$ cat config.mk
export PLATFORM = sky130hd
export DESIGN_NAME = pesc_fifo
export DESIGN_NICKNAME = d
export VERILOG_FILES = /design/src/pose_error_speed_scale_defines.svh /design/src/pesc_pkg.sv /design/src/pesc_fifo.sv
export SDC_FILE = /design/constraint.sdc
export NUM_CORES = 1
export LEC_CHECK = 0
export CELL_PAD_IN_SITES_DETAIL_PLACEMENT = 1
export CELL_PAD_IN_SITES_GLOBAL_PLACEMENT = 2
export CORE_ASPECT_RATIO = 1.1
export CORE_UTILIZATION = 45
export DETAILED_ROUTE_END_ITERATION = 8
export DONT_BUFFER_PORTS = 1
export MAX_ROUTING_LAYER = met4
export PLACE_DENSITY = 0.72
export RECOVER_POWER = 50
export SETUP_SLACK_MARGIN = 0.5
export SLEW_MARGIN = 20
export SYNTH_ARGS = -nofsm -noshare
export SYNTH_HDL_FRONTEND = slang
export SYNTH_SLANG_ARGS = --single-unit
$ cat constraint.sdc
create_clock -name clk_i -period 4.25 [get_ports clk_i]
set_input_delay 0.6375 -clock clk_i [delete_from_list [all_inputs] [get_ports clk_i]]
set_output_delay 0.6375 -clock clk_i [all_outputs]
set_load 0.01 [all_outputs]
$ cat src/pose_error_speed_scale_defines.svh
// Assertion macros for the pose error block.
`ifndef POSE_ERROR_SPEED_SCALE_DEFINES_SVH
`define POSE_ERROR_SPEED_SCALE_DEFINES_SVH

// Check a property on every rising clock edge outside reset.
`define PESC_ASSERT(lbl, prop) \
  lbl: assert property (@(posedge clk_i) disable iff (!rst_ni) prop) \
    else $error("pose error block: assertion failed");

// Check that a condition never holds.
`define PESC_ASSERT_NEVER(lbl, cond) \
  `PESC_ASSERT(lbl, !(cond))

`endif

$ cat src/pesc_pkg.sv
// Shared types and constants for the pose error and speed scale block.
`default_nettype none
package pesc_pkg;

  localparam int unsigned POSE_W      = 20;
  localparam int unsigned ERRY_W      = POSE_W + 2;
  localparam int unsigned REG_W       = 19;
  localparam int unsigned SCALE_W     = 18;
  localparam int unsigned SCALE_FRAC  = 16;
  localparam int unsigned NUM_LANES   = 3;
  localparam int unsigned QUEUE_DEPTH = 4;
  localparam int unsigned QPTR_W      = $clog2(QUEUE_DEPTH);
  localparam int unsigned CFG_IDX_W   = 3;

  localparam logic [SCALE_W-1:0] SCALE_MAX = {SCALE_W{1'b1}};

  localparam logic [REG_W-1:0] RST_YAW_HALF   = REG_W'(804);
  localparam logic [REG_W-1:0] RST_LIMIT_X    = REG_W'(5120);
  localparam logic [REG_W-1:0] RST_LIMIT_Y    = REG_W'(5120);
  localparam logic [REG_W-1:0] RST_MARGIN_YAW = REG_W'(13);
  localparam logic [REG_W-1:0] RST_MARGIN_X   = REG_W'(512);
  localparam logic [REG_W-1:0] RST_MARGIN_Y   = REG_W'(512);

  // Lane order in the divider
  localparam int unsigned LANE_YAW = 0;
  localparam int unsigned LANE_X   = 1;
  localparam int unsigned LANE_Y   = 2;

  typedef enum logic [CFG_IDX_W-1:0] {
    CFG_YAW_HALF   = 3'd0,
    CFG_LIMIT_X    = 3'd1,
    CFG_LIMIT_Y    = 3'd2,
    CFG_MARGIN_YAW = 3'd3,
    CFG_MARGIN_X   = 3'd4,
    CFG_MARGIN_Y   = 3'd5
  } cfg_idx_e;

  typedef struct packed {
    logic [REG_W-1:0] yaw_half;
    logic [REG_W-1:0] limit_x;
    logic [REG_W-1:0] limit_y;
    logic [REG_W-1:0] margin_yaw;
    logic [REG_W-1:0] margin_x;
    logic [REG_W-1:0] margin_y;
  } cfg_t;

  typedef struct packed {
    logic signed [ERRY_W-1:0]             err_yaw;
    logic signed [POSE_W-1:0]             err_x;
    logic signed [POSE_W-1:0]             err_y;
    logic                                 reached;
    logic [NUM_LANES-1:0][ERRY_W-1:0]     mag;
    logic [NUM_LANES-1:0]                 sat;
    logic [NUM_LANES-1:0]                 zero;
  } item_t;

  typedef struct packed {
    item_t                                item;
    logic [NUM_LANES-1:0][REG_W-1:0]      rem;
    logic [NUM_LANES-1:0][SCALE_W-1:0]    quo;
  } stage_t;

endpackage
`default_nettype wire

$ cat src/pesc_fifo.sv
// Short queue of classified words between the front end and the divider.
`default_nettype none
module pesc_fifo import pesc_pkg::*; (
  input  wire logic  clk_i,
  input  wire logic  rst_ni,
  input  wire logic  push_valid_i,
  output logic       push_ready_o,
  input  wire item_t push_item_i,
  output logic       pop_valid_o,
  input  wire logic  pop_ready_i,
  output item_t      pop_item_o
);

  item_t              mem_q [QUEUE_DEPTH];
  logic [QPTR_W-1:0]  wr_ptr_q, rd_ptr_q;
  logic [QPTR_W:0]    cnt_q;
  logic               push, pop;

  assign push_ready_o = (cnt_q != (QPTR_W+1)'(QUEUE_DEPTH));
  assign pop_valid_o  = (cnt_q != '0);
  assign pop_item_o   = mem_q[rd_ptr_q];
  assign push         = push_valid_i && push_ready_o;
  assign pop          = pop_valid_o && pop_ready_i;

  always_ff @(posedge clk_i or negedge rst_ni) begin
    if (!rst_ni) begin
      wr_ptr_q <= '0;
      rd_ptr_q <= '0;
      cnt_q    <= '0;
    end else begin
      if (push) wr_ptr_q <= wr_ptr_q + 1'b1;
      if (pop)  rd_ptr_q <= rd_ptr_q + 1'b1;
      if (push && !pop) cnt_q <= cnt_q + 1'b1;
      else if (pop && !push) cnt_q <= cnt_q - 1'b1;
    end
  end

  always_ff @(posedge clk_i) begin
    if (push) begin
      mem_q[wr_ptr_q] <= push_item_i;
    end
  end

endmodule
`default_nettype wire

==> results_dict.tcl <==
set metrics [dict create \
    chipWidth_um 202.4 \
    synth_area_per_cell_sq_um 26.87 \
    tightest_slew_ns 0.8732 \
    drv_slew 0 \
    yosys_warnings 0 \
    pwr-share-seq_pct 47.7 \
    start_util_pct 45.76 \
    fp.dieH_um 222.4 \
    antenna_found_initial 0 \
    dp_hpwl_um 23570 \
    routed_via_density 5.579 \
    layout-drive-gt1-share_pct 27.11 \
    drv_cap 0 \
    cts_inserted_buffers 53 \
    synth-seq-cells 547 \
    root_buffer "clkbuf_16" \
    layout_commonest_cell "edfxtp_1" \
    startpoint_type "flip-flop" \
    final_cell_mix "edfxtp_1 (540), mux4_2 (135), clkbuf_16 (55), clkinv_1 (17), clkbuf_1 (12)" \
    clkPwrFrac_pct 28.1 \
    cts_tree "built" \
    cts_resized 0 \
    synthesis.nets 885 \
    setup_viol 0 \
    grt_start_max_net_pins 69 \
    outcome "complete, no violations" \
    clk_pin_slew_ns 0.06 \
    wirelength_um 37480 \
    diodes 0 \
    vias 7772 \
    final_cells 1393 \
    finalNetCount 923 \
    p_leak_nw 6.902 \
    endpoint_kind "output port" \
    core-area_sq_um 43440 \
    clk_latency_ns 0.59 \
    synth_cell_types 20 \
    grt_use_total_pct 17.34 \
    slew_headroom_pct 41.27 \
    crit_fanout 60 \
    io_pins 276 \
    period_needed_ns 3.211 \
    die_area_sq_um 45020 \
    gr-total-overflow 0 \
    fin_setup_tns_ns 0 \
    grt_pass1_vias 8586 \
    cts_max_level 2 \
    grt_first_pass_wirelength_um 55230 \
    gp_congestion 0.7602 \
    synthesis.area_sq_um 19880 \
    power_frac_comb_pct 24.1 \
    syn2layout_area_growth_pct 11.86 \
    path_class "reg -> out" \
    rsz0062_at_grt "false" \
    drt_pass1_iterations 4 \
    powerDensity_nw_per_um2 711.3 \
    seqCellArea_sq_um 16400 \
    report.final.hold_viol_count 0 \
    switching_share_pct 28.60 \
    fillerInstances 3656 \
    p_int_mw 11.29 \
    worstPathArrival_ns 2.57 \
    ir_drop_uv 511.4 \
    rows 80 \
    seq_area_frac_synth_pct 82.45 \
    hp-class "in -> reg" \
    power_switching_mw 4.523 \
    required_ns 3.61 \
    dp.cells 1296 \
    drt-initial-drc-count 291 \
    drt-wirelength-per-cell_um 26.90 \
    syn_inst 740 \
    ant_nets 0 \
    clock_path_buffers 3 \
    max_freq_mhz 311.4 \
    drc 0 \
    port_buffers 0 \
    multi_input_area_sq_um 3267 \
    clock_skew_ns 0.02103 \
    finalCritPeriodShare_pct 75.55 \
    cts.sinks 547 \
]
==> stage by stage <==
stage	util [%]	hold slack [ns]	setup slack [ns]	power [mW]	area, sq um
detailed placement	47.36	0.3422	1.591	11.62	20580
floorplan	-	0.3419	1.197	10.63	19890
global route	51.19	0.1058	0.8425	16.45	22240
global placement	47.36	0.3422	1.634	11.45	20580
CTS	51.20	0.09704	0.9458	16.10	22240
finish	51.19	0.1424	1.039	15.82	22240
==> path summary, 6_finish.rpt <==
kind | depth (start not counted) | end | slack, ns | from
max | 2 | pop_item_o[53] | 1.04 | rd_ptr_q[0]
min | 0 | mem_q[2][119] | 0.14 | push_item_i[119]
max reg2reg | 4 | mem_q[0][34] | 1.38 | cnt_q[0]
min reg2reg | 1 | cnt_q[2] | 0.53 | cnt_q[2]
max in group asynchronous | 1 | rd_ptr_q[1] | 3.55 | rst_ni
min in group asynchronous | 1 | cnt_q[2] | 0.39 | rst_ni
==> kinds of logic (layout without fill, tap and decap cells) <==
| logic type | count (synthesis) | after routing | share of synthesized area [%] |
|---|---|---|---|
| flip-flops | 547 | 547 | 82.45 |
| adder cells (fa/ha/maj) | 6 | 6 | 0.4154 |
| AND/OR/NAND/NOR | 10 | 10 | 0.2580 |
| multiplexers | 137 | 137 | 15.41 |
| buffers and inverters | 33 | 112 | 1.152 |
| AO/OA/AOI/OAI | 1 | 1 | 0.05664 |
| XOR/XNOR | 6 | 6 | 0.2643 |
==> area by class of cell <==
class / instances / area share (%)
well taps: 574 / 3.229
inverters: 3 / 0.05064
multi-input cells: 160 / 14.69
flip-flops and latches: 547 / 73.74
repair buffers: 13 / 0.8439
clock buffers: 67 / 6.391
clock inverters: 29 / 1.058
==> synthesized netlist by cell type <==
| library cell | instances | share of area, % |
|---|---|---|
| clkbuf_1 | 1 | 0.019 |
| buf_2 | 12 | 0.30 |
| nand3_1 | 1 | 0.025 |
| nor2_1 | 2 | 0.038 |
| buf_6 | 9 | 0.51 |
| xnor2_1 | 4 | 0.18 |
| mux4_2 | 135 | 15 |
| inv_1 | 3 | 0.057 |
| or3_1 | 1 | 0.031 |
| buf_1 | 2 | 0.038 |
| mux2_2 | 2 | 0.11 |
| dfrtp_1 | 7 | 0.88 |
| and2_1 | 4 | 0.13 |
| buf_4 | 6 | 0.23 |
| fa_1 | 1 | 0.10 |
| xor2_1 | 2 | 0.088 |
| nand2_1 | 2 | 0.038 |
| ha_1 | 5 | 0.31 |
| edfxtp_1 | 540 | 82 |
| a21boi_2 | 1 | 0.057 |
==> critical path: stages (launching register included) <==
cell,delay (ns)
dfrtp_4,0.79
buf_12,0.45
mux4_2,0.65
==> sequential cells by signal, indices dropped and copies added (netlist names) <==
| name | count |
|---|---|
| wr_ptr_q | 2 |
| cnt_q | 3 |
| rd_ptr_q | 2 |
| mem_q | 540 |
==> power by group through the flow <==
stage               clock network, mW  logic [mW]  registers, mW
finish                           4.45        3.81           7.55
global route                     4.72        4.07           7.66
CTS                              4.57        3.95           7.58
detailed placement                  0        3.93           7.69
global placement                    0        3.84           7.60
floorplan                           0        3.19           7.44
==> timing repair <==
action | 4_1_cts | 5_1_grt
setup buffers | 0 | 0
hold endpoints to repair | 7 | 0
endpoints found under the setup margin | 0 | 0
hold buffers | 1 | 0
==> metal layers <==
layer  share of wire, %  vias up  global-route usage, %  wire (um)
met1                 37     4177                  19.56      13700
met3                9.6       59                  6.908       3584
met2                 52      260                  28.26      19310
li1                   -     3276                      -          -
met4                2.4        0                  5.433        885
met5                  0        -                      -          0
(Power assumes the default switching activity.)
