[src/pose_error_speed_scale_defines.svh]
// Assertion macros for the pose error block.
`ifndef POSE_ERROR_SPEED_SCALE_DEFINES_SVH
`define POSE_ERROR_SPEED_SCALE_DEFINES_SVH

// Check a property on every rising clock edge outside reset.
`define PESC_ASSERT(lbl, prop) \
  lbl: assert property (@(posedge clk_i) disable iff (!rst_ni) prop) \
    else $error("pose error block: assertion failed");

// Check that a condition never holds.
`define PESC_ASSERT_NEVER(lbl, cond) \
  `PESC_ASSERT(lbl, !(cond))

`endif

[src/pesc_pkg.sv]
// Shared types and constants for the pose error and speed scale block.
`default_nettype none
package pesc_pkg;

  localparam int unsigned POSE_W      = 20;
  localparam int unsigned ERRY_W      = POSE_W + 2;
  localparam int unsigned REG_W       = 19;
  localparam int unsigned SCALE_W     = 18;
  localparam int unsigned SCALE_FRAC  = 16;
  localparam int unsigned NUM_LANES   = 3;
  localparam int unsigned QUEUE_DEPTH = 4;
  localparam int unsigned QPTR_W      = $clog2(QUEUE_DEPTH);
  localparam int unsigned CFG_IDX_W   = 3;

  localparam logic [SCALE_W-1:0] SCALE_MAX = {SCALE_W{1'b1}};

  localparam logic [REG_W-1:0] RST_YAW_HALF   = REG_W'(804);
  localparam logic [REG_W-1:0] RST_LIMIT_X    = REG_W'(5120);
  localparam logic [REG_W-1:0] RST_LIMIT_Y    = REG_W'(5120);
  localparam logic [REG_W-1:0] RST_MARGIN_YAW = REG_W'(13);
  localparam logic [REG_W-1:0] RST_MARGIN_X   = REG_W'(512);
  localparam logic [REG_W-1:0] RST_MARGIN_Y   = REG_W'(512);

  // Lane order in the divider
  localparam int unsigned LANE_YAW = 0;
  localparam int unsigned LANE_X   = 1;
  localparam int unsigned LANE_Y   = 2;

  typedef enum logic [CFG_IDX_W-1:0] {
    CFG_YAW_HALF   = 3'd0,
    CFG_LIMIT_X    = 3'd1,
    CFG_LIMIT_Y    = 3'd2,
    CFG_MARGIN_YAW = 3'd3,
    CFG_MARGIN_X   = 3'd4,
    CFG_MARGIN_Y   = 3'd5
  } cfg_idx_e;

  typedef struct packed {
    logic [REG_W-1:0] yaw_half;
    logic [REG_W-1:0] limit_x;
    logic [REG_W-1:0] limit_y;
    logic [REG_W-1:0] margin_yaw;
    logic [REG_W-1:0] margin_x;
    logic [REG_W-1:0] margin_y;
  } cfg_t;

  typedef struct packed {
    logic signed [ERRY_W-1:0]             err_yaw;
    logic signed [POSE_W-1:0]             err_x;
    logic signed [POSE_W-1:0]             err_y;
    logic                                 reached;
    logic [NUM_LANES-1:0][ERRY_W-1:0]     mag;
    logic [NUM_LANES-1:0]                 sat;
    logic [NUM_LANES-1:0]                 zero;
  } item_t;

  typedef struct packed {
    item_t                                item;
    logic [NUM_LANES-1:0][REG_W-1:0]      rem;
    logic [NUM_LANES-1:0][SCALE_W-1:0]    quo;
  } stage_t;

endpackage
`default_nettype wire

[src/pesc_back.sv]
// Back end: pipelined restoring dividers for the three ratios and the result register.
`default_nettype none
module pesc_back import pesc_pkg::*; (
  input  wire logic          clk_i,
  input  wire logic          rst_ni,
  input  wire cfg_t          cfg_i,
  input  wire logic          in_valid_i,
  output logic               in_ready_o,
  input  wire item_t         in_item_i,
  output logic               out_valid_o,
  input  wire logic          out_ready_i,
  output logic signed [ERRY_W-1:0] error_yaw_o,
  output logic signed [POSE_W-1:0] error_x_o,
  output logic signed [POSE_W-1:0] error_y_o,
  output logic [SCALE_W-1:0] speed_scale_o,
  output logic               reached_o
);

  localparam int unsigned DIV_STEPS = SCALE_W;

  logic [NUM_LANES-1:0][REG_W-1:0] lim;
  stage_t                          stg_q [DIV_STEPS+1];
  stage_t                          stg_d [DIV_STEPS+1];
  logic [DIV_STEPS:0]              vld_q;
  logic                            out_valid_q;
  logic                            adv;
  logic [NUM_LANES-1:0][SCALE_W-1:0] ratio;
  logic [SCALE_W-1:0]              best;

  assign lim[LANE_YAW] = cfg_i.yaw_half;
  assign lim[LANE_X]   = cfg_i.limit_x;
  assign lim[LANE_Y]   = cfg_i.limit_y;

  // One quotient bit per lane; j is the dividend bit brought down
  function automatic stage_t div_step(stage_t s, int unsigned j,
                                      logic [NUM_LANES-1:0][REG_W-1:0] d);
    stage_t         r;
    logic [REG_W:0] t;
    logic           nb;
    r = s;
    for (int l = 0; l < NUM_LANES; l++) begin
      nb = (j >= SCALE_FRAC) ? s.item.mag[l][j - SCALE_FRAC] : 1'b0;
      t  = {s.rem[l], nb};
      if (t >= {1'b0, d[l]}) begin
        r.rem[l] = REG_W'(t - {1'b0, d[l]});
        r.quo[l] = {s.quo[l][SCALE_W-2:0], 1'b1};
      end else begin
        r.rem[l] = REG_W'(t);
        r.quo[l] = {s.quo[l][SCALE_W-2:0], 1'b0};
      end
    end
    return r;
  endfunction

  always_comb begin
    stg_d[0].item = in_item_i;
    for (int l = 0; l < NUM_LANES; l++) begin
      // Upper dividend bits sit below the divisor once saturation is ruled out
      stg_d[0].rem[l] = REG_W'(in_item_i.mag[l] >> 2);
      stg_d[0].quo[l] = '0;
    end
    for (int k = 0; k < DIV_STEPS; k++) begin
      stg_d[k+1] = div_step(stg_q[k], DIV_STEPS - 1 - k, lim);
    end
  end

  always_comb begin
    for (int l = 0; l < NUM_LANES; l++) begin
      if (stg_q[DIV_STEPS].item.zero[l]) begin
        ratio[l] = '0;
      end else if (stg_q[DIV_STEPS].item.sat[l]) begin
        ratio[l] = SCALE_MAX;
      end else begin
        ratio[l] = stg_q[DIV_STEPS].quo[l];
      end
    end
    best = ratio[LANE_YAW];
    if (ratio[LANE_X] > best) best = ratio[LANE_X];
    if (ratio[LANE_Y] > best) best = ratio[LANE_Y];
  end

  // Advance the whole pipe unless the result register is held
  assign adv         = !out_valid_q || out_ready_i;
  assign in_ready_o  = adv;
  assign out_valid_o = out_valid_q;

  always_ff @(posedge clk_i or negedge rst_ni) begin
    if (!rst_ni) begin
      vld_q       <= '0;
      out_valid_q <= 1'b0;
    end else if (adv) begin
      vld_q       <= {vld_q[DIV_STEPS-1:0], in_valid_i};
      out_valid_q <= vld_q[DIV_STEPS];
    end
  end

  always_ff @(posedge clk_i) begin
    if (adv) begin
      for (int k = 0; k <= DIV_STEPS; k++) begin
        stg_q[k] <= stg_d[k];
      end
      error_yaw_o   <= stg_q[DIV_STEPS].item.err_yaw;
      error_x_o     <= stg_q[DIV_STEPS].item.err_x;
      error_y_o     <= stg_q[DIV_STEPS].item.err_y;
      reached_o     <= stg_q[DIV_STEPS].item.reached;
      speed_scale_o <= best;
    end
  end

endmodule
`default_nettype wire

[config.mk]
export PLATFORM = sky130hd
export DESIGN_NAME = pesc_back
export DESIGN_NICKNAME = d
export VERILOG_FILES = /design/src/pose_error_speed_scale_defines.svh /design/src/pesc_pkg.sv /design/src/pesc_back.sv
export SDC_FILE = /design/constraint.sdc
export NUM_CORES = 2
export LEC_CHECK = 0
export BUFFER_PORTS_ARGS = -buffer_cell sky130_fd_sc_hd__buf_2
export CORE_ASPECT_RATIO = 0.7
export CORE_MARGIN = 2
export CORE_UTILIZATION = 50
export CTS_BUF_LIST = sky130_fd_sc_hd__clkbuf_8 sky130_fd_sc_hd__clkbuf_16
export DETAILED_ROUTE_END_ITERATION = 8
export GPL_TIMING_DRIVEN = 1
export PLACE_DENSITY_LB_ADDON = 0.2
export SLEW_MARGIN = 20
export SYNTH_ARGS = -nofsm -noshare
export SYNTH_HDL_FRONTEND = slang
export SYNTH_MEMORY_MAX_BITS = 65536
export SYNTH_SLANG_ARGS = --single-unit
[constraint.sdc]
create_clock -name clk_i -period 159.5 [get_ports clk_i]
set_clock_uncertainty 0.05 [all_clocks]
set_input_delay 31.9 -clock clk_i [delete_from_list [all_inputs] [get_ports clk_i]]
set_output_delay 31.9 -clock clk_i [all_outputs]
set_load 0.01 [all_outputs]
==> metrics.md <==
| Metric | Value |
|---|---|
| Syn-to-layout area delta | `11.1%` |
| Setup Viol. Count Final | `0` |
| Synthesized area | `0.149 mm²` |
| Sw Ratio | `36.4%` |
| Vias in the first global route | `90100` |
| Lkg Pwr | `63.3 nW` |
| Cell variety after synth | `96` |
| Clock share of power | `18.3%` |
| Die Height | `461 µm` |
| Largest net degree at the start of global routing | `227` |
| Area of the multi-input gates | `0.0581 mm²` |
| Part of the power in registers | `39.9%` |
| Max-cap violations | `0` |
| H-tree levels | `5` |
| Vias per cell | `5.85` |
| Top cell by count, worst path | `buf_2` |
| Reg clk slew, reported paths | `60 ps` |
| Worst hold path type | `reg2reg` |
| Worst-margin pin slew | `1100 ps` |
| Share of the synthesized area in the top cell type | `59.1%` |
| Wire per inst | `20.8 µm` |
| Clk sinks | `2960` |
| Post-layout min period | `64650 ps` |
| Dpl hpwl | `233000 µm` |
| Tcrit/Tclk final | `40.5%` |
| Top Ports | `336` |
| Latest clock arrival within the worst-skew pair | `880 ps` |
| Top cells by count, synth | `edfxtp_1 (2940), ha_1 (1059), o21ai_0 (814)` |
| R2R cell count | `9` |
| Cell Rows | `167` |
| Reg-to-reg endpoint | `stg_q[12][237]` |
| Max Root-Sink Buffers | `4` |
| Placed cell count | `15800` |
| GRT Total Usage | `21.8%` |
| Initial antenna violation count | `26` |
| Final-layout fill cell count | `23900` |
| DRC viols | `0` |
| Core area | `0.297 mm²` |
| Post-synthesis sequential area ratio | `59.5%` |
| #FFs+latches synth | `2960` |
| Crit path max-delay family | `buffers and inverters` |
| Grt ovf | `0` |
| CTS tree | `yes` |
| Final wirelength | `340000 µm` |
| Initial drt markers | `9407` |
| CP Data Required Time | `127550 ps` |
| Slowest-stage cell, CP | `nand2b_4` |
| Pre-Repair DR Iteration Count | `8` |
| CTS root buf | `clkbuf_16` |
| Synth Instances | `11700` |
| Setup bufs post-CTS | `0` |
| Worst path max stage delay | `340 ps` |
| WS Path Type | `in2out` |
| Critical path buffers and inverters | `2` |
| CTS Hold Bufs | `0` |
| Final Hold Slack | `324 ps` |
| WP data arrival | `32700 ps` |
| Final Cell Area | `0.166 mm²` |
| Comb power frac | `41.8%` |
| Initial Util | `50.3%` |
| Die width | `657 µm` |
| CTS buffer count | `301` |
| Primary FF master, synth | `edfxtp_1` |
| Most frequent cell after synthesis | `edfxtp_1` |
| Max-slew violation count | `0` |
| Int Pwr | `2.45 mW` |
| Nets@finish | `13500` |
| Port Buf Inserts | `275` |
| GP Congestion | `0.919` |
| Max VDD drop | `12.8 µV` |
| CP Launch Point | `out_ready_i` |
| Full die area | `0.303 mm²` |
| Switching pwr | `1.40 mW` |
| Placed Area | `0.156 mm²` |
| Worst Setup End Kind | `output pin` |
| Total number of vias | `95800` |
| FF-to-FF setup slack | `152030 ps` |
| Final TNS setup | `0 ps` |
| Pwr Density | `23.2 mW/mm²` |
| Routed Antenna Nets | `0` |
| Mapped Nets | `13100` |
| Worst path depth | `3` |
| Layout cells sized above 1 | `11.7%` |
| Mean post-synth cell area | `12.7 µm²` |
| Status | `complete, no violations` |
| Synth top area cells | `edfxtp_1 (59%), ha_1 (8.9%), mux2_2 (2.9%)` |
| Area leader, netlist | `edfxtp_1` |
| Critical-path maximum fanout | `4` |
| First-pass GRT wire length | `522000 µm` |
| Number of warnings issued by yosys | `0` |
| Relative slew slack | `26.8%` |
| Non-filler cells, final | `16400` |
| Unrepaired setup endpoints after global routing | `false` |
| Highest Clock Rate | `15.5 MHz` |
| CP Cell Sequence | `buf_2, nand2b_4, buf_2` |
| FFs w/ async S/R, synth | `0.676%` |
| Number of enable-type register cells in the synthesized netlist | `2940` |
| Final Hold Violating Endpoints | `0` |
| Register Area | `0.0888 mm²` |
| Worst setup path end | `in_ready_o` |
| Critical R2R Launch | `out_valid_o` |
| Number of gates resized after cts | `0` |
| Setup crit start kind | `input pin` |
flip-flops by register name, indices dropped and copies added, names as in the netlist:
signal,count
error_y_o,20
error_yaw_o,22
reached_o,1
stg_q,2859
speed_scale_o,18
vld_q,19
out_valid_o,1
error_x_o,20
layout make-up:
type	count	area share, %
Tap cell	3971	3.00
Timing Repair Buffer	415	1.55
Clock buffer	307	4.63
Sequential cell	2960	53.5
Clock inverter	224	1.31
Multi-Input combinational cell	8078	35.0
Antenna cell	3	0.00453
Inverter	409	0.926
layout by cell type, fill, tap and decap left out, types with 70 or more instances in the layout:
| cell type | n |
|---|---|
| buf_4 | 130 |
| xor2_1 | 286 |
| mux2_2 | 378 |
| and3_1 | 82 |
| a21o_1 | 273 |
| buf_2 | 275 |
| nor3_1 | 196 |
| a211oi_1 | 109 |
| nand2b_1 | 143 |
| nor2b_1 | 154 |
| o21bai_1 | 70 |
| nor2_1 | 798 |
| ha_1 | 1059 |
| clkbuf_16 | 307 |
| o21ai_0 | 814 |
| o211ai_1 | 71 |
| a31oi_1 | 109 |
| a21oi_1 | 799 |
| o21a_1 | 191 |
| edfxtp_1 | 2940 |
| xnor2_1 | 384 |
| o31ai_1 | 103 |
| inv_1 | 426 |
| nand2_1 | 802 |
| nand4_1 | 112 |
| nand3_1 | 201 |
routing by layer:
metal,GRT usage (%),wire (µm)
met4,5.37,8280
met2,30.4,137000
met3,3.14,22200
met5,0,0
met1,35.3,172000
kinds of logic after synthesis:
kind of cell / Yosys count / synth area share, %
AO/OA/AOI/OAI: 3049 / 13.0
flip-flops: 2960 / 59.5
AND/OR/NAND/NOR: 2785 / 8.78
adder cells (fa/ha/maj): 1110 / 9.56
buffers and inverters: 686 / 1.79
XOR/XNOR: 670 / 3.93
multiplexers: 464 / 3.49
metrics by stage:
stage | util, % | setup WS (ps) | power [mW]
finish | 55.9 | 94850 | 3.85
global placement | 52.6 | 94820 | 3.08
floorplan | - | 16190 | 3.36
detailed placement | 52.6 | 94820 | 3.12
global route | 55.9 | 94820 | 4.11
CTS | 55.9 | 94810 | 3.85
worst min-delay path by stage:
stage,from,to,cells past startpoint
after floorplan,stg_q[18][204],error_x_o[0],0
after global placement,stg_q[7][18],stg_q[8][19],0
after detailed placement,stg_q[18][184],error_y_o[0],0
after CTS,stg_q[6][37],stg_q[7][38],0
after global routing,stg_q[0][244],stg_q[1][244],0
final,stg_q[0][244],stg_q[1][244],0
power by group through the flow:
| stage | combinational [mW] | clock (mW) | sequential (mW) |
|---|---|---|---|
| final | 1.61 | 0.705 | 1.53 |
| after global routing | 1.78 | 0.757 | 1.57 |
| after CTS | 1.59 | 0.728 | 1.54 |
| after detailed placement | 1.58 | 0 | 1.55 |
| after global placement | 1.54 | 0 | 1.54 |
| after floorplan | 1.20 | 0 | 2.15 |
Note: power is estimated with default switching activity, not from simulation.
