`config.mk`:
```
export PLATFORM = sky130hd
export DESIGN_NAME = pesc_front
export DESIGN_NICKNAME = d
export VERILOG_FILES = /design/src/pose_error_speed_scale_defines.svh /design/src/pesc_pkg.sv /design/src/pesc_front.sv
export SDC_FILE = /design/constraint.sdc
export NUM_CORES = 1
export LEC_CHECK = 0
export ABC_AREA = 0
export BUFFER_PORTS_ARGS = -buffer_cell sky130_fd_sc_hd__buf_2
export CAP_MARGIN = 20
export CORE_MARGIN = 3
export CORE_UTILIZATION = 45
export CTS_BUF_LIST = sky130_fd_sc_hd__clkbuf_2
export DETAILED_ROUTE_END_ITERATION = 7
export PLACE_DENSITY = 0.67
export SKIP_CTS_REPAIR_TIMING = 1
export SYNTH_ARGS = -nofsm -noshare
export SYNTH_HDL_FRONTEND = slang
export SYNTH_SLANG_ARGS = --single-unit
```
`constraint.sdc`:
```
create_clock -name clk_i -period 4.92 [get_ports clk_i]
set_clock_uncertainty 0.15 [all_clocks]
set_input_delay 0.984 -clock clk_i [delete_from_list [all_inputs] [get_ports clk_i]]
set_output_delay 0.984 -clock clk_i [all_outputs]
set_load 0.005 [all_outputs]
```
`src/pose_error_speed_scale_defines.svh`:
```
// Assertion macros for the pose error block.
`ifndef POSE_ERROR_SPEED_SCALE_DEFINES_SVH
`define POSE_ERROR_SPEED_SCALE_DEFINES_SVH

// Check a property on every rising clock edge outside reset.
`define PESC_ASSERT(lbl, prop) \
  lbl: assert property (@(posedge clk_i) disable iff (!rst_ni) prop) \
    else $error("pose error block: assertion failed");

// Check that a condition never holds.
`define PESC_ASSERT_NEVER(lbl, cond) \
  `PESC_ASSERT(lbl, !(cond))

`endif

```
`src/pesc_pkg.sv`:
```
// Shared types and constants for the pose error and speed scale block.
`default_nettype none
package pesc_pkg;

  localparam int unsigned POSE_W      = 20;
  localparam int unsigned ERRY_W      = POSE_W + 2;
  localparam int unsigned REG_W       = 19;
  localparam int unsigned SCALE_W     = 18;
  localparam int unsigned SCALE_FRAC  = 16;
  localparam int unsigned NUM_LANES   = 3;
  localparam int unsigned QUEUE_DEPTH = 4;
  localparam int unsigned QPTR_W      = $clog2(QUEUE_DEPTH);
  localparam int unsigned CFG_IDX_W   = 3;

  localparam logic [SCALE_W-1:0] SCALE_MAX = {SCALE_W{1'b1}};

  localparam logic [REG_W-1:0] RST_YAW_HALF   = REG_W'(804);
  localparam logic [REG_W-1:0] RST_LIMIT_X    = REG_W'(5120);
  localparam logic [REG_W-1:0] RST_LIMIT_Y    = REG_W'(5120);
  localparam logic [REG_W-1:0] RST_MARGIN_YAW = REG_W'(13);
  localparam logic [REG_W-1:0] RST_MARGIN_X   = REG_W'(512);
  localparam logic [REG_W-1:0] RST_MARGIN_Y   = REG_W'(512);

  // Lane order in the divider
  localparam int unsigned LANE_YAW = 0;
  localparam int unsigned LANE_X   = 1;
  localparam int unsigned LANE_Y   = 2;

  typedef enum logic [CFG_IDX_W-1:0] {
    CFG_YAW_HALF   = 3'd0,
    CFG_LIMIT_X    = 3'd1,
    CFG_LIMIT_Y    = 3'd2,
    CFG_MARGIN_YAW = 3'd3,
    CFG_MARGIN_X   = 3'd4,
    CFG_MARGIN_Y   = 3'd5
  } cfg_idx_e;

  typedef struct packed {
    logic [REG_W-1:0] yaw_half;
    logic [REG_W-1:0] limit_x;
    logic [REG_W-1:0] limit_y;
    logic [REG_W-1:0] margin_yaw;
    logic [REG_W-1:0] margin_x;
    logic [REG_W-1:0] margin_y;
  } cfg_t;

  typedef struct packed {
    logic signed [ERRY_W-1:0]             err_yaw;
    logic signed [POSE_W-1:0]             err_x;
    logic signed [POSE_W-1:0]             err_y;
    logic                                 reached;
    logic [NUM_LANES-1:0][ERRY_W-1:0]     mag;
    logic [NUM_LANES-1:0]                 sat;
    logic [NUM_LANES-1:0]                 zero;
  } item_t;

  typedef struct packed {
    item_t                                item;
    logic [NUM_LANES-1:0][REG_W-1:0]      rem;
    logic [NUM_LANES-1:0][SCALE_W-1:0]    quo;
  } stage_t;

endpackage
`default_nettype wire

```
`src/pesc_front.sv`:
```
// Front end: accepts a pose word and works out wrapped, saturated errors.
`default_nettype none
module pesc_front import pesc_pkg::*; (
  input  wire logic                     clk_i,
  input  wire logic                     rst_ni,
  input  wire cfg_t                     cfg_i,
  input  wire logic                     in_valid_i,
  output logic                          in_ready_o,
  input  wire logic signed [POSE_W-1:0] current_yaw_i,
  input  wire logic signed [POSE_W-1:0] current_x_i,
  input  wire logic signed [POSE_W-1:0] current_y_i,
  input  wire logic signed [POSE_W-1:0] target_yaw_i,
  input  wire logic signed [POSE_W-1:0] target_x_i,
  input  wire logic signed [POSE_W-1:0] target_y_i,
  output logic                          item_valid_o,
  input  wire logic                     item_ready_i,
  output item_t                         item_o
);

  localparam int unsigned WK = ERRY_W + 1;

  logic signed [WK-1:0] half_w, lim_x_w, lim_y_w, mg_yaw_w, mg_x_w, mg_y_w;
  logic signed [WK-1:0] d_yaw, d_x, d_y, ad_yaw, ad_x, ad_y;
  logic signed [WK-1:0] ey_raw, ey_abs, ex_sat, ey2_sat, ex_abs, ey2_abs;
  logic signed [WK-1:0] m_yaw, m_x, m_y;
  logic                 wrap;
  item_t                item_d;
  item_t                item_q;
  logic                 valid_q;

  assign half_w   = WK'(cfg_i.yaw_half);
  assign lim_x_w  = WK'(cfg_i.limit_x);
  assign lim_y_w  = WK'(cfg_i.limit_y);
  assign mg_yaw_w = WK'(cfg_i.margin_yaw);
  assign mg_x_w   = WK'(cfg_i.margin_x);
  assign mg_y_w   = WK'(cfg_i.margin_y);

  always_comb begin
    d_yaw  = WK'(current_yaw_i) - WK'(target_yaw_i);
    d_x    = WK'(target_x_i) - WK'(current_x_i);
    d_y    = WK'(target_y_i) - WK'(current_y_i);
    ad_yaw = (d_yaw < 0) ? -d_yaw : d_yaw;
    ad_x   = (d_x < 0) ? -d_x : d_x;
    ad_y   = (d_y < 0) ? -d_y : d_y;

    // Go the short way round when the yaws sit on opposite sides of zero and lie at least yaw_half apart
    wrap   = (current_yaw_i[POSE_W-1] != target_yaw_i[POSE_W-1]) && (ad_yaw >= half_w);
    ey_raw = d_yaw;
    if (wrap) begin
      ey_raw = (d_yaw > 0) ? d_yaw - (half_w <<< 1) : d_yaw + (half_w <<< 1);
    end
    ey_abs = (ey_raw < 0) ? -ey_raw : ey_raw;

    ex_sat  = (ad_x > lim_x_w) ? ((d_x < 0) ? -lim_x_w : lim_x_w) : d_x;
    ey2_sat = (ad_y > lim_y_w) ? ((d_y < 0) ? -lim_y_w : lim_y_w) : d_y;
    ex_abs  = (ad_x > lim_x_w) ? lim_x_w : ad_x;
    ey2_abs = (ad_y > lim_y_w) ? lim_y_w : ad_y;

    // Drop errors inside the deadband
    m_yaw = (ey_abs <= mg_yaw_w) ? '0 : ey_abs;
    m_x   = (ex_abs <= mg_x_w) ? '0 : ex_abs;
    m_y   = (ey2_abs <= mg_y_w) ? '0 : ey2_abs;

    item_d.err_yaw = (ey_abs <= mg_yaw_w) ? '0 : ERRY_W'(ey_raw);
    item_d.err_x   = (ex_abs <= mg_x_w) ? '0 : POSE_W'(ex_sat);
    item_d.err_y   = (ey2_abs <= mg_y_w) ? '0 : POSE_W'(ey2_sat);
    item_d.reached = (ad_yaw <= mg_yaw_w) && (ad_x <= mg_x_w) && (ad_y <= mg_y_w);

    item_d.mag[LANE_YAW] = ERRY_W'(m_yaw);
    item_d.mag[LANE_X]   = ERRY_W'(m_x);
    item_d.mag[LANE_Y]   = ERRY_W'(m_y);
    item_d.zero[LANE_YAW] = (m_yaw == 0);
    item_d.zero[LANE_X]   = (m_x == 0);
    item_d.zero[LANE_Y]   = (m_y == 0);
    // Quotient reaches four or more: saturate, covers a zero divisor too
    item_d.sat[LANE_YAW] = (m_yaw != 0) && (m_yaw >= (half_w <<< 2));
    item_d.sat[LANE_X]   = (m_x != 0) && (m_x >= (lim_x_w <<< 2));
    item_d.sat[LANE_Y]   = (m_y != 0) && (m_y >= (lim_y_w <<< 2));
  end

  assign in_ready_o   = !valid_q || item_ready_i;
  assign item_valid_o = valid_q;
  assign item_o       = item_q;

  always_ff @(posedge clk_i or negedge rst_ni) begin
    if (!rst_ni) begin
      valid_q <= 1'b0;
    end else if (in_ready_o) begin
      valid_q <= in_valid_i;
    end
  end

  always_ff @(posedge clk_i) begin
    if (in_valid_i && in_ready_o) begin
      item_q <= item_d;
    end
  end

endmodule
`default_nettype wire

```
==> reports/qor.yml, run 1 <==
synth:
  synth-main-ff-cell: "edfxtp_1"
  synth_area_leaders: "edfxtp_1 20%, ha_1 20%, xnor2_1 6.3%, inv_1 4.0%, a21oi_1 3.9%"
  synth_compound_area_share_pct: 23.09
  synth_top_family_by_area: "compound AO/OA/AOI/OAI gates"
  synth-seq-area-share_pct: 20.43
  synth_cells: 2470
  synthMuxAreaShare_pct: 1.297
  yosys.area_share.simple_pct: 21.09
  synth_area_um2: 19970
  ys_types: 105
  synthAdderAreaFrac_pct: 20.08
  synth_seq_cells: 136
  synth_top_area_cell: "edfxtp_1"
  synthArstFlopShare_pct: 0.7353
  synthXorXnorAreaFrac_pct: 8.203
  avgSynthCellArea_um2: 8.084
  synth-edff-count: 135
  synth_top_area_share_pct: 20.30
  synth_warnings: 0
global_route:
  met2_usage_pct: 56.85
  groute.usage.overall_pct: 34.78
  grt_use_met3_pct: 5.440
  grt.busiest_layer: "met2"
  grt_pass1_wl_um: 129300
  grt_use_met1_pct: 47.59
  grt_max_degree: 49
  first_global_vias: 23740
  grt-ovfl-total: 0
  antenna_found_initial: 6
drt:
  dr.pass1.iters: 8
  drcViolationCount: 0
  ant_nets: 0
  viasPerCell: 5.640
  first_iter_violations: 1918
  wl_per_cell_um: 20.14
  via_count: 24520
  wirelength_um: 87550
setup_path:
  slowest_delay_ns: 0.49
  cp.arrival_ns: 11.06
  worstPathRequired_ns: 5.55
  end_kind: "flop"
  reg2reg_from: "item_valid_o"
  r2r_cells: 3
  crit_slowest_cell: "or4_4"
  worst-path-buf-inv: 5
  cpLargestDelayFamily: "compound AO/OA/AOI/OAI gates"
  r2r_end: "item_o[53]"
  cp_num_cells: 55
  crit_type: "input port to flop"
  worstSetupStartpointType: "input port"
  cp_max_fo: 8
  reg2reg_setup_slack_ns: 2.68
power:
  leakage_nw: 15.77
  p_total_mw: 14.40
  irDropWorstVdd_v: 0.0003577
  p_per_area_nw_per_um2: 449.6
min_path:
  whs_path_depth: 2
  hp-start: "in_valid_i"
  min_path_type: "input port to flop"
  holdPathEnd: "item_valid_o"
placement:
  finalWeightedCongestion: 1.040
  place_ws_ns: -7.290
  port_buffers: 374
  post-dp-hpwl_um: 71530
sta:
  timing.final.ws_setup_ns: -5.510
  rsz0062_at_grt: "yes"
  setup_violations: 129
  tightest_slew_ns: 0.8440
  hold_violations: 0
  slew_violations: 0
  finalCritPeriodShare_pct: 212.0
  whs_ns: 0.03090
  slew_headroom_pct: 43.73
  period_minus_slack_ns: 10.43
  fmax_ghz: 0.09588
  setup_tns_ns: -355.71
clock_tree:
  clock_latency_ns: 0.99
  cts_made_buffers: 17
  cts.clk_slew.worst_paths_ns: 0.19
  clk_path_buf_depth: 2
  cts.sinks: 136
  cts_root_buf: "clkbuf_2"
  cts_tree: "done"
  h-tree-depth: 4
flow_run:
  drv_cap: 0
floorplan:
  num_rows: 76
  fp.dieW_um: 216.6
  die_h_um: 216.6
  fp.dieArea_um2: 46930
  core_um2: 43460
  ios: 375
  floorplan.initialDensity_pct: 45.95
cells_and_area:
  nets: 4299
  area_delta_synth_final_pct: 60.44
  final_common_cell: "buf_4"
  mostFrequentLayoutCells: "901 x buf_4, 370 x buf_2, 284 x ha_1, 203 x inv_1, 180 x nand2_1"
  drive_above_1_share_pct: 45.23
status:
  violations: "negative setup slack"
  status: "finished, violations left"
## where the power goes
group          switching (mW)  internal, mW  total [mW]
clock                   0.556         0.291       0.847
combinational            5.91          5.82        11.7
sequential             0.0925          1.74        1.83
total                    6.55          7.85        14.4
## area by class of cell
class	count	area, µm²
multi-input cells	2046	16700
fillers	3287	11420
repair buffers	1326	9378
flip-flops and latches	136	4079
inverters	216	864.6
well taps	585	732.0
clock inverters	14	172.7
clock buffers	18	90.09
diodes	6	15.01
## metrics by stage
stage          area (µm²)  util, %  cells
3_3_place_gp        29610    68.15   4245
3_5_place_dp        29610    68.15   4245
5_1_grt             32030    73.71   4346
6_report            32030    73.72   4347
4_1_cts             29880    68.75   4277
2_1_floorplan       20880        -   2479
## cells in the mapped netlist, drive strengths merged, types with 34 or more instances
cell    count
nor2      192
o21ai     155
o21a       48
edfxtp    135
xor2       43
nand2b     42
nand2     191
xnor2     144
inv       214
ha        314
a21o       79
clkbuf     52
nor4       34
a211oi     40
nor3       45
nand4      58
and2       55
nor2b      47
a21oi     158
nand3      39
## worst register-to-register path: stages, from the launching register on
cell	delay, ns
dfrtp_1	0.42
nand2b_1	0.12
and2_4	0.58
buf_4	0.61
## routing by layer
layer / vias up / part of all wire [%]
met3: 199 / 8.3
met5: - / 0.039
met2: 1102 / 46
met4: 6 / 3.1
met1: 11580 / 43
li1: 11630 / -
## state kept, by name, summed over array words and instances (netlist names)
name,cells
item_valid_o,1
item_o,135
## worst max path at each step
stage / from / to / slack [ns]
floorplan: target_yaw_i[6] / item_o[3] / -6.43
global placement: target_yaw_i[8] / item_o[3] / -7.17
detailed placement: target_yaw_i[13] / item_o[3] / -7.29
CTS: target_yaw_i[13] / item_o[3] / -6.20
global route: target_yaw_i[3] / item_o[3] / -5.81
finish: target_yaw_i[3] / item_o[3] / -5.51
## kinds of logic after synthesis
group / count (synthesis)
adders and majority gates: 318
buffers and inverters: 297
AOI/OAI and AO/OA: 690
other: 1
xor gates and xnor gates: 187
muxes: 25
and+or+nand+nor: 816
DFF: 136
Note: power is estimated with default switching activity, not from simulation.
==> inputs of run 2 (changes only) <==
--- a/config.mk
+++ b/config.mk
@@ -6,13 +6,12 @@
 export NUM_CORES = 1
 export LEC_CHECK = 0
 export ABC_AREA = 0
-export BUFFER_PORTS_ARGS = -buffer_cell sky130_fd_sc_hd__buf_2
 export CAP_MARGIN = 20
 export CORE_MARGIN = 3
-export CORE_UTILIZATION = 45
+export CORE_UTILIZATION = 30
 export CTS_BUF_LIST = sky130_fd_sc_hd__clkbuf_2
 export DETAILED_ROUTE_END_ITERATION = 7
-export PLACE_DENSITY = 0.67
+export DONT_BUFFER_PORTS = 1
 export SKIP_CTS_REPAIR_TIMING = 1
 export SYNTH_ARGS = -nofsm -noshare
 export SYNTH_HDL_FRONTEND = slang
==> reports/qor.yml, run 2 (synthesis results as in run 1) <==
clock_tree:
  cts_tree: "done"
  cts.clk_slew.worst_paths_ns: 0.23  # +0.04 ns
  clk_path_buf_depth: 2  # unchanged
  h-tree-depth: 4  # unchanged
  cts.sinks: 136  # unchanged
  cts_made_buffers: 17  # unchanged
  clock_latency_ns: 0.81  # -0.18 ns
  cts_root_buf: "clkbuf_2"
sta:
  period_minus_slack_ns: 10.51  # +0.07738 ns
  rsz0062_at_grt: "yes"
  slew_violations: 0  # unchanged
  setup_violations: 129  # unchanged
  timing.final.ws_setup_ns: -5.587  # -0.07738 ns
  hold_violations: 0  # unchanged
  tightest_slew_ns: 0.8197  # -0.02427 ns
  fmax_ghz: 0.09517  # -0.74%
  slew_headroom_pct: 44.85  # +1.1 points
  finalCritPeriodShare_pct: 213.6  # +1.6 points
drt:
  dr.pass1.iters: 5  # -3
  ant_nets: 0  # unchanged
  viasPerCell: 5.272  # -6.5%
  wl_per_cell_um: 19.98  # -0.77%
  drcViolationCount: 0  # unchanged
  via_count: 22360  # -8.8%
  first_iter_violations: 1746  # -9.0%
  wirelength_um: 84770  # -3.2%
floorplan:
  num_rows: 93  # +22%
  fp.dieW_um: 264.0  # +22%
  ios: 375  # unchanged
  floorplan.initialDensity_pct: 30.64  # -15 points
  fp.dieArea_um2: 69690  # +48%
  core_um2: 65160  # +50%
  die_h_um: 264.0  # +22%
status:
  status: "finished, violations left"
  violations: "negative setup slack"
setup_path:
  end_kind: "flop"
  cp_max_fo: 7  # -1
  worstPathRequired_ns: 5.40  # -0.15 ns
  cp.arrival_ns: 10.99  # -0.07 ns
  slowest_delay_ns: 0.52  # +0.03 ns
  crit_slowest_cell: "or4_4"
  crit_type: "input port to flop"
  worstSetupStartpointType: "input port"
min_path:
  min_path_type: "input port to flop"
global_route:
  grt_max_degree: 58  # +18%
  grt-ovfl-total: 0  # unchanged
  antenna_found_initial: 4  # -2
  grt_pass1_wl_um: 124100  # -4.0%
  groute.usage.overall_pct: 22.58  # -12 points
  first_global_vias: 21290  # -10%
flow_run:
  drv_cap: 0  # unchanged
placement:
  place_ws_ns: -6.774  # +0.5157 ns
  post-dp-hpwl_um: 70480  # -1.5%
  place_inst: 4133  # -2.6%
  finalWeightedCongestion: 0.9899  # -4.8%
  port_buffers: 0  # -100%
  placed_area_um2: 28050  # -5.3%
power:
  leakage_nw: 14.40  # -8.7%
  irDropWorstVdd_v: 0.0002231  # -38%
  p_per_area_nw_per_um2: 472.9  # +5.2%
cells_and_area:
  mostFrequentLayoutCells: "850 x buf_4, 285 x ha_1, 201 x inv_1, 177 x nand2_1, 160 x nor2_1"
  nets: 3925  # -8.7%
  final_common_cell: "buf_4"
  largest_reg_flops: 135  # unchanged
  area_delta_synth_final_pct: 54.93
  layout.cells.non_filler: 4242  # -2.4%
  finish.instance_area_um2: 30930  # -3.4%
  drive_above_1_share_pct: 39.98  # -5.3 points
==> run 2: cell count changes in the layout (fill, tap and decap cells not counted), moves of 5 or more <==
cell,delta
buf_2,-370
buf_4,-51
buf_6,+38
and2_1,-13
and2_4,+13
a21oi_4,+6
buf_8,+5
nor2_2,+5
nor2_4,-5
==> run 2: routing by layer <==
layer | track usage (%) | part of all wire, % | wire length (µm)
met1 | 30.93 | 45 | 38110
met2 | 36.36 | 46 | 38840
met3 | 4.489 | 7.0 | 5898
met4 | 5.587 | 2.3 | 1910
met5 | 0 | 0.015 | 13
==> run 2: path summary, 6_finish.rpt <==
path	from	to	slack, ns	cells past startpoint
worst max-delay path	target_yaw_i[1]	item_o[3]	-5.59	54
worst min-delay path	in_valid_i	item_valid_o	0.12	1
worst max register to register	item_valid_o	item_o[81]	2.82	3
worst min register to register	item_valid_o	item_valid_o	0.50	2
max in group asynchronous	rst_ni	item_valid_o	4.33	1
min in group asynchronous	rst_ni	item_valid_o	0.19	1
==> run 2: report_power, final <==
part           switching (mW)  total (mW)  internal (mW)  leakage (nW)
sequential              0.187        1.93           1.75          1.33
combinational            5.79        11.8           6.02          12.9
clock                   0.526       0.875          0.349         0.166
total                    6.51        14.6           8.12          14.4
==> run 2: worst max-delay path: cells and delay by family <==
| family | cells | cell delay (ns) |
|---|---|---|
| mux | 1 | 0.26 |
| buf+inv | 4 | 0.52 |
| xor+xnor | 1 | 0.13 |
| simple gates | 12 | 2.17 |
| compound gates | 32 | 5.91 |
| fa+ha+maj | 4 | 0.99 |
==> run 2: through the flow <==
step                TNS, ns  hold WS (ns)  power [mW]  utilization [%]
global placement    -494.54        0.4797       11.58            43.04
finish              -343.05        0.1172       14.63            47.47
floorplan           -417.32        0.3871       7.130                -
CTS                 -377.03       -0.4431       12.57            43.50
global route        -363.03      -0.02361       15.64            47.47
detailed placement  -504.49        0.4837       11.63            43.04
==> run 2: layout make-up <==
cell class	count	area, µm²
diodes	5	12.51
clock buffers	17	85.08
clock inverters	15	217.7
fillers	6325	34230
inverters	216	894.6
multi-input cells	2046	16840
flip-flops and latches	136	4079
well taps	855	1070
repair buffers	952	7734
